**src/rtl/sssp_pkg.sv**
```systemverilog
package sssp_pkg;

    // Angle in degrees as carried on the ports and held in state
    localparam int ANGLE_W = 7;
    // One extra bit so a step past the limits does not wrap
    localparam int EXT_W   = ANGLE_W + 1;
    localparam int CMP_W   = 16;
    localparam int CFG_W   = 7;

    // Mechanical angle range of the servo
    localparam int ANGLE_LIM   = 60;
    localparam int TABLE_DEPTH = 2 * ANGLE_LIM + 1;
    localparam int TABLE_AW    = $clog2(TABLE_DEPTH);

    // Pulse width scaling: compare = PERIOD * (CMP_OFFSET - angle) / CMP_DIV
    localparam int CMP_OFFSET = 2220;
    localparam int CMP_DIV    = 2400;

    typedef logic signed [ANGLE_W-1:0] angle_t;
    typedef logic signed [EXT_W-1:0]   angle_ext_t;

    // Tick commands
    localparam logic CMD_AUTO   = 1'b0;
    localparam logic CMD_MANUAL = 1'b1;

    // Configuration register indexes
    localparam logic REG_SWEEP_MIN = 1'b0;
    localparam logic REG_SWEEP_MAX = 1'b1;

    localparam angle_ext_t LIM_HI = angle_ext_t'(ANGLE_LIM);
    localparam angle_ext_t LIM_LO = angle_ext_t'(-ANGLE_LIM);

    function automatic angle_ext_t widen(input angle_t a);
        return angle_ext_t'(a);
    endfunction

    // Clamp a stepped angle back into the servo range
    function automatic angle_t clamp_angle(input angle_ext_t a);
        angle_ext_t r;
        if (a < LIM_LO)
        begin
            r = LIM_LO;
        end
        else if (a > LIM_HI)
        begin
            r = LIM_HI;
        end
        else
        begin
            r = a;
        end
        return r[ANGLE_W-1:0];
    endfunction

endpackage

```
**src/rtl/servo_sweep_slew_pwm.sv**
```systemverilog
// Servo sweep and slew controller with a PWM compare output. Each accepted
// request is one servo update tick: an auto tick moves the sweep angle one
// degree between sweep_min and sweep_max and turns at the limits, a manual
// tick moves a tracking angle one degree toward target_deg (the tracking
// angle is loaded from the sweep angle on the first manual tick after reset
// or an auto tick). The result is the clamped angle and the compare value
// floor(PERIOD_COUNT*(2220-angle)/2400), read from a 121-entry constant
// table built from PERIOD_COUNT. One request is taken every cycle unless
// in_stall is high, which is only while the output register holds a
// result and out_stall is high; a result is there on the next cycle.
module servo_sweep_slew_pwm
    import sssp_pkg::*;
#(
    parameter int PERIOD_COUNT = 49999
)
(
    input  logic                clk,
    input  logic                rst_n,
    input  logic                cfg_we,
    input  logic                cfg_index,
    input  logic [CFG_W-1:0]    cfg_data,
    input  logic                in_valid,
    output logic                in_stall,
    input  logic                command,
    input  logic signed [ANGLE_W-1:0] target_deg,
    output logic                out_valid,
    input  logic                out_stall,
    output logic [CMP_W-1:0]    compare_value,
    output logic signed [ANGLE_W-1:0] angle_out
);

    angle_t            sweep_min_reg;
    angle_t            sweep_max_reg;
    angle_t            sweep_angle_reg;
    angle_t            sweep_angle_next;
    angle_t            manual_angle_reg;
    angle_t            manual_angle_next;
    logic              rising_reg;
    logic              rising_next;
    logic              was_manual_reg;
    logic              out_valid_reg;
    logic              out_valid_next;
    logic [CMP_W-1:0]  compare_reg;
    angle_t            angle_out_reg;
    angle_t            angle_new;
    logic              accept;
    logic              out_take;
    logic [CMP_W-1:0]  cmp_rom [TABLE_DEPTH];
    angle_ext_t        table_pos;

    // Build the compare table, one entry per degree from -60 upward
    for (genvar g = 0; g < TABLE_DEPTH; g++)
    begin : g_cmp_rom
        localparam int CMP_ENTRY =
            (PERIOD_COUNT * (CMP_OFFSET + ANGLE_LIM - g)) / CMP_DIV;
        assign cmp_rom[g] = CMP_W'(CMP_ENTRY);
    end

    // Handshake: hold the input while a result waits on a stalled output
    assign out_take = out_valid_reg && !out_stall;
    assign in_stall = out_valid_reg && out_stall;
    assign accept   = in_valid && !in_stall;

    // Step the selected angle one degree, or hold a manual angle at its target
    always_comb
    begin
        angle_ext_t a;
        angle_ext_t lo;
        angle_ext_t hi;
        angle_ext_t tgt;
        angle_ext_t step;
        a    = widen(sweep_angle_reg);
        lo   = widen(sweep_min_reg);
        hi   = widen(sweep_max_reg);
        tgt  = widen(target_deg);
        step = a;
        sweep_angle_next  = sweep_angle_reg;
        manual_angle_next = manual_angle_reg;
        rising_next       = rising_reg;
        unique case (command)
            CMD_AUTO:
            begin
                priority if (a < lo)
                begin
                    step        = a + angle_ext_t'(1);
                    rising_next = 1'b1;
                end
                else if (a > hi)
                begin
                    step        = a - angle_ext_t'(1);
                    rising_next = 1'b0;
                end
                else if (rising_reg)
                begin
                    step = a + angle_ext_t'(1);
                    if (step >= hi)
                    begin
                        rising_next = 1'b0;
                    end
                end
                else
                begin
                    step = a - angle_ext_t'(1);
                    if (step <= lo)
                    begin
                        rising_next = 1'b1;
                    end
                end
                sweep_angle_next = clamp_angle(step);
                angle_new        = sweep_angle_next;
            end
            CMD_MANUAL:
            begin
                if (was_manual_reg)
                begin
                    a = widen(manual_angle_reg);
                end
                priority if (a < tgt)
                begin
                    step = a + angle_ext_t'(1);
                end
                else if (a > tgt)
                begin
                    step = a - angle_ext_t'(1);
                end
                else
                begin
                    step = a;
                end
                manual_angle_next = clamp_angle(step);
                angle_new         = manual_angle_next;
            end
            default:
            begin
                angle_new = sweep_angle_reg;
            end
        endcase
    end

    // Map the new angle onto a table row
    assign table_pos = widen(angle_new) + LIM_HI;

    // Drop the valid flag once taken unless a new request lands
    always_comb
    begin
        out_valid_next = out_valid_reg;
        if (accept)
        begin
            out_valid_next = 1'b1;
        end
        else if (out_take)
        begin
            out_valid_next = 1'b0;
        end
    end

    // Configuration registers
    always_ff @(posedge clk or negedge rst_n)
    begin
        if (!rst_n)
        begin
            sweep_min_reg <= angle_t'(-ANGLE_LIM);
            sweep_max_reg <= angle_t'(ANGLE_LIM);
        end
        else if (cfg_we)
        begin
            unique case (cfg_index)
                REG_SWEEP_MIN: sweep_min_reg <= cfg_data;
                REG_SWEEP_MAX: sweep_max_reg <= cfg_data;
                default:       sweep_min_reg <= sweep_min_reg;
            endcase
        end
    end

    // Advance angle state on each accepted tick
    always_ff @(posedge clk or negedge rst_n)
    begin
        if (!rst_n)
        begin
            sweep_angle_reg  <= '0;
            manual_angle_reg <= '0;
            rising_reg       <= 1'b1;
            was_manual_reg   <= 1'b0;
            out_valid_reg    <= 1'b0;
        end
        else
        begin
            out_valid_reg <= out_valid_next;
            if (accept)
            begin
                sweep_angle_reg  <= sweep_angle_next;
                manual_angle_reg <= manual_angle_next;
                rising_reg       <= rising_next;
                was_manual_reg   <= (command == CMD_MANUAL);
            end
        end
    end

    // Result register
    always_ff @(posedge clk)
    begin
        if (accept)
        begin
            compare_reg   <= cmp_rom[table_pos[TABLE_AW-1:0]];
            angle_out_reg <= angle_new;
        end
    end

    assign out_valid     = out_valid_reg;
    assign compare_value = compare_reg;
    assign angle_out     = angle_out_reg;

endmodule

```
**config.mk**
```make
export PLATFORM = sky130hd
export DESIGN_NAME = servo_sweep_slew_pwm
export DESIGN_NICKNAME = d
export VERILOG_FILES = /design/src/rtl/sssp_pkg.sv /design/src/rtl/servo_sweep_slew_pwm.sv
export SDC_FILE = /design/constraint.sdc
export NUM_CORES = 1
export LEC_CHECK = 0
export BUFFER_PORTS_ARGS = -buffer_cell sky130_fd_sc_hd__buf_4
export CAP_MARGIN = 0
export CORE_ASPECT_RATIO = 1.1
export CORE_MARGIN = 2
export CORE_UTILIZATION = 45
export CTS_BUF_LIST = sky130_fd_sc_hd__clkbuf_16
export CTS_CLUSTER_SIZE = 25
export DETAILED_ROUTE_END_ITERATION = 12
export PLACE_DENSITY = 0.68
export SETUP_SLACK_MARGIN = 0.05
export SLEW_MARGIN = 20
export SYNTH_ARGS = -nofsm -noshare
export SYNTH_HDL_FRONTEND = slang
export SYNTH_SLANG_ARGS = --single-unit
```
**constraint.sdc**
```tcl
create_clock -name clk -period 6.9 [get_ports clk]
set_clock_uncertainty 0.05 [all_clocks]
set_input_delay 1.035 -clock clk [delete_from_list [all_inputs] [get_ports clk]]
set_output_delay 1.035 -clock clk [all_outputs]
set_load 0.05 [all_outputs]
```
Yosys cells after proc, flatten, opt, wreduce, memory -nomap -nowiden. Memories as Yosys holds them, arrays and structs flattened. A register that Yosys moved wholly into a read port is not among the register bits. Index checks and enable logic that the tools add are counted. Widths: inputs -> output; s select.

Mux-type cells: 21. Add/sub/neg operators: 5. Magnitude comparators: 10. Bitwise operators: 3. Reductions and logical operators: 10.

Operators with widths (number): $mux 8 (9); $mux 7 (4); $gt 8x7->1 const B (2); $lt 8x7->1 const B (2); $pmux 7 s2 (1); $add 7x2->8 const B (1); $add 8x2->8 const B (1); $ge 8x7->1 (1); $gt 8x7->1 (1); $le 8x7->1 (1); $lt 8x7->1 (1); $reduce_and 2->1 (4); $sub 7x2->8 const B (1); $sub 8x2->8 const B (1); $add 7x7->7 const B (1); $gt 7x7->1 (1); $lt 7x7->1 (1); $mux 1 (7); $not 7->7 (1); $logic_and 1x1->1 (3); $logic_not 1->1 (2); $not 1->1 (2); $reduce_bool 2->1 (1).

Input bits: 21. Word-level logic and storage cells: 58. Output and inout port bits: 25. Register bits: 38. Memory bits (read-only): 2048. Memories kept: 1.

Memory list: (no name shown) (depth 128, bits a word 16, rd ports 1, clocked after memory_dff 1, write ports 0, RTL line servo_sweep_slew_pwm.sv:204) `compare_reg <= cmp_rom[table_pos[TABLE_AW-1:0]];`.

Logic depth before layout (Yosys ltp).
Word-level depth: 12. Gate-level depth with buffers: 28. Depth with buffers taken out: 21.

Worst setup path after synthesis. OpenSTA, ideal clock, no wires.

Kind: input to register. Start point: in target_deg[1]. End point: reg compare_reg[3], in the netlist compare_value[3], data pin. Setup slack: 1.232 ns. Path buffers: 7. Cell stages on the path: 23. Data arrival time: 5.348 ns. Required time: 6.579 ns. Library setup time: 0.271 ns. Path through: inv_1 ha_1 nor2b_1 o211a_1 or2_1 and2_1 a22o_1 buf_4 xnor2_1 nor4_4 or2_1 buf_4 buf_4 buf_2 ha_1 inv_1 ha_1 clkbuf_1 clkbuf_1 clkbuf_1 nor3b_1 o41ai_1 o31ai_1.

Cells in the longest elaborated chain, start to end: 10. Elaborated cells on any way between the ends: 12. Classes of those cells: add/sub (1); order compare (4); mux (6); bitwise (1).

Ends and longest elaborated chain: from (decl) (RTL line servo_sweep_slew_pwm.sv:25) `input logic signed [ANGLE_W-1:0] target_deg,`; $gt 8x7->1 (RTL line servo_sweep_slew_pwm.sv:122) `else if (a > tgt)`; $mux 8 (RTL line servo_sweep_slew_pwm.sv:122); $mux 8 * (RTL line servo_sweep_slew_pwm.sv:118) `priority if (a < tgt)`; $mux 8 * (RTL line servo_sweep_slew_pwm.sv:80) `unique case (command)`; $gt 8x7->1 (RTL line sssp_pkg.sv:44) `else if (a > LIM_HI)`; $mux 7 (RTL line sssp_pkg.sv:44); $mux 7 * (RTL line sssp_pkg.sv:40) `if (a < LIM_LO)`; $pmux 7 s2 * (RTL line servo_sweep_slew_pwm.sv:80); $add 7x7->7 * (RTL line servo_sweep_slew_pwm.sv:141) `assign table_pos = widen(angle_new) + LIM_HI;`; $not 7->7 (implied by the code) * (RTL line servo_sweep_slew_pwm.sv:204); to (decl) (RTL line servo_sweep_slew_pwm.sv:43) `logic [CMP_W-1:0] compare_reg;`.

Mark *: on every way between the ends. The rest lies on a longest branch, timed or not. The select of a mux whose other input is x is not followed. A chain may end at the register's enable or synchronous reset.

Final worst setup path.
Start point: reg was_manual_reg. End point: reg compare_reg[5], in the netlist compare_value[5], data pin.

Cells in the longest elaborated chain, start to end: 12. Elaborated cells on any way between the ends: 16. Classes of those cells: add/sub (3); order compare (4); mux (8); bitwise (1).

Ends and longest elaborated chain: from (decl) (RTL line servo_sweep_slew_pwm.sv:40) `logic was_manual_reg;`; from (signal assigned) (RTL line servo_sweep_slew_pwm.sv:194) `was_manual_reg <= (command == CMD_MANUAL);`; $mux 8 * (RTL line servo_sweep_slew_pwm.sv:114) `if (was_manual_reg)`; $mux 8 * (RTL line servo_sweep_slew_pwm.sv:80); $sub 8x2->8 or $gt 8x7->1 (tied branches) (RTL line servo_sweep_slew_pwm.sv:124, servo_sweep_slew_pwm.sv:122); $mux 8 (RTL line servo_sweep_slew_pwm.sv:122); $mux 8 * (RTL line servo_sweep_slew_pwm.sv:118); $mux 8 * (RTL line servo_sweep_slew_pwm.sv:80); $gt 8x7->1 (RTL line sssp_pkg.sv:44); $mux 7 (RTL line sssp_pkg.sv:44); $mux 7 * (RTL line sssp_pkg.sv:40); $pmux 7 s2 * (RTL line servo_sweep_slew_pwm.sv:80); $add 7x7->7 * (RTL line servo_sweep_slew_pwm.sv:141); $not 7->7 (implied by the code) * (RTL line servo_sweep_slew_pwm.sv:204).

Marks and branches as above.

==> reports/qor.yml <==
place:
  place.gp.congestion: 0.9297
  port-buffer-count: 42
  hpwl_um: 13080
  dpl_worst_slack_ns: 0.4967
drt:
  drt_iter0_markers: 525
  vias: 6002
  wl_per_cell_um: 18.87
  final_antenna_net_count: 0
  dr.pass1.iters: 7
  drc: 0
  routed_wl_um: 17680
  via_per_inst: 6.406
critical_path:
  startpoint_type: "register"
  cp.required_ns: 6.92
  critPathCaptureType: "register"
  crit_arrival_ns: 6.19
  crit_type: "register to register"
  crit_fanout: 17
logic_synthesis:
  syn_area_sq_um: 6075
  syn_inst: 761
  synthFlopType: "dfrtp_1"
  synth_area_per_cell_sq_um: 7.982
  async_flop_share: 0.6078
  synth-edff-count: 20
  ys_seq_area_frac: 0.2280
  synth-seq-cells: 51
  synth_cell_type_count: 88
  ys_warn_count: 0
die:
  die_x_um: 114.8
  start_util: 0.4598
  dieArea_sq_um: 14450
  coreArea_sq_um: 13210
  row_count: 44
  die_h_um: 125.9
  num_io_pins: 46
sta:
  worstMarginPinSlew_ns: 1.119
  maxSlewHeadroom: 0.2503
  drv_slew: 0
  timing.final.crit_share: 0.8941
  fin_ws_ns: 0.7306
  finalCriticalPeriod_ns: 6.169
  hold_viol: 0
  rsz0062_at_grt: "no"
  tns_ns: 0
  fmaxAchievable_mhz: 162.1
  setup_viol: 0
global_route:
  antenna_found_initial: 0
  grt_overflow_total: 0
  grt_max_degree: 43
  grt_pass1_wl_um: 29040
  grt_pass1_vias: 5894
  grt_use_total: 0.2453
finish:
  largest_reg_flops: 13
  n_fill_cell: 1246
  antenna_cells: 0
  mostFrequentLayoutCells: "nand2_1, nor2_1, o21ai_0"
  syn_to_final_growth_pct: 9.495
  utilization: 0.5034
  seqCellArea_sq_um: 1386
  nNetsFinal: 847
  final_common_cell: "nand2_1"
  multi_input_area_sq_um: 4225
  drive_above_1_share: 0.1443
clock_network:
  cts_sinks: 51
  cts_root_buf: "clkbuf_16"
  insertion_delay_ns: 0.31
  cts.htree.levels: 2
  cts_tree: "yes"
  post_cts_buffers: 0
  cts_buffers: 5
  clk_pin_slew_ns: 0.08
  ctsLongestPathBuffers: 2
status:
  outcome: "completed"
flow_run:
  cap_violations: 0
worst_hold_path:
  holdCritPathClass: "register to register"
[layer usage]
metal | track usage | routed length [um] | up-vias
met5 | 0 | 0 | -
met4 | 0.07867 | 414 | 0
met3 | 0.02454 | 976 | 33
met2 | 0.4152 | 8443 | 263
met1 | 0.3283 | 7845 | 2892
li1 | - | - | 2814
[cell families (layout without fill, tap and decap cells)]
logic type,after synthesis,after routing,share of synthesized area
AO/OA/AOI/OAI,236,236,0.2678
buffers and inverters,108,122,0.07827
adder cells (fa/ha/maj),54,54,0.1100
other,2,3,0.001236
XOR/XNOR,28,28,0.04532
AND/OR/NAND/NOR,245,245,0.1975
multiplexers,37,37,0.07188
flip-flops,51,51,0.2280
[worst max-delay path, cell delays in order, from the launching register on]
cell and delay (ns):
dfrtp_2 0.63, mux2i_4 0.38, inv_1 0.13, ha_1 0.32
nor2b_1 0.14, o211a_1 0.22, o21bai_2 0.46, mux2i_1 0.21
xnor2_2 0.35, or3b_1 0.45, o211a_1 0.28, a211oi_4 0.47
ha_1 0.48, o21ai_0 0.25, o21a_1 0.22, mux2i_1 0.09
a2111oi_0 0.43, a21oi_1 0.07, mux2_2 0.30
[worst paths after layout]
path,startpoint,to,slack (ns),depth (start not counted)
min,sweep_max_reg[6],sweep_max_reg[6],0.47,1
max in group asynchronous,rst_n,sweep_min_reg[6],5.82,1
max reg2reg,was_manual_reg,compare_value[5],0.73,18
min in group asynchronous,rst_n,manual_angle_reg[6],0.63,1
max,was_manual_reg,compare_value[5],0.73,18
min reg2reg,sweep_max_reg[6],sweep_max_reg[6],0.47,1
[metrics by stage]
stage	hold WS [ns]	instances	area [sq um]
after detailed placement	0.4523	929	6457
final	0.4660	937	6651
after global routing	0.4965	937	6651
after floorplan	0.3944	762	6078
after global placement	0.4456	929	6457
after CTS	0.4687	937	6650
[Yosys cell counts, drive strengths merged (20+ instances only)]
cell type,n,area share
a21oi,42,0.035
buf,28,0.029
clkbuf,24,0.015
dfrtp,24,0.099
edfxtp,20,0.099
ha,51,0.11
inv,54,0.033
mux2i,23,0.044
nand2,78,0.048
nand3,21,0.018
nor2,62,0.039
o21ai,65,0.054
[repair_timing]
item / CTS / global route
gates resized for setup: 0 / 1
hold buffers: 0 / 0
endpoints found under the setup margin: 0 / 2
[cell type report]
type | instances | area share
multi-input combinational | 603 | 0.6353
sequential | 51 | 0.2084
timing repair buffer | 58 | 0.06546
inverter | 56 | 0.03160
tap | 161 | 0.03029
clock buffer | 5 | 0.01881
clock inverter | 3 | 0.01016
Power is not shown: default switching activity piles up to over one toggle a cycle in this logic, so the estimate is an artifact.
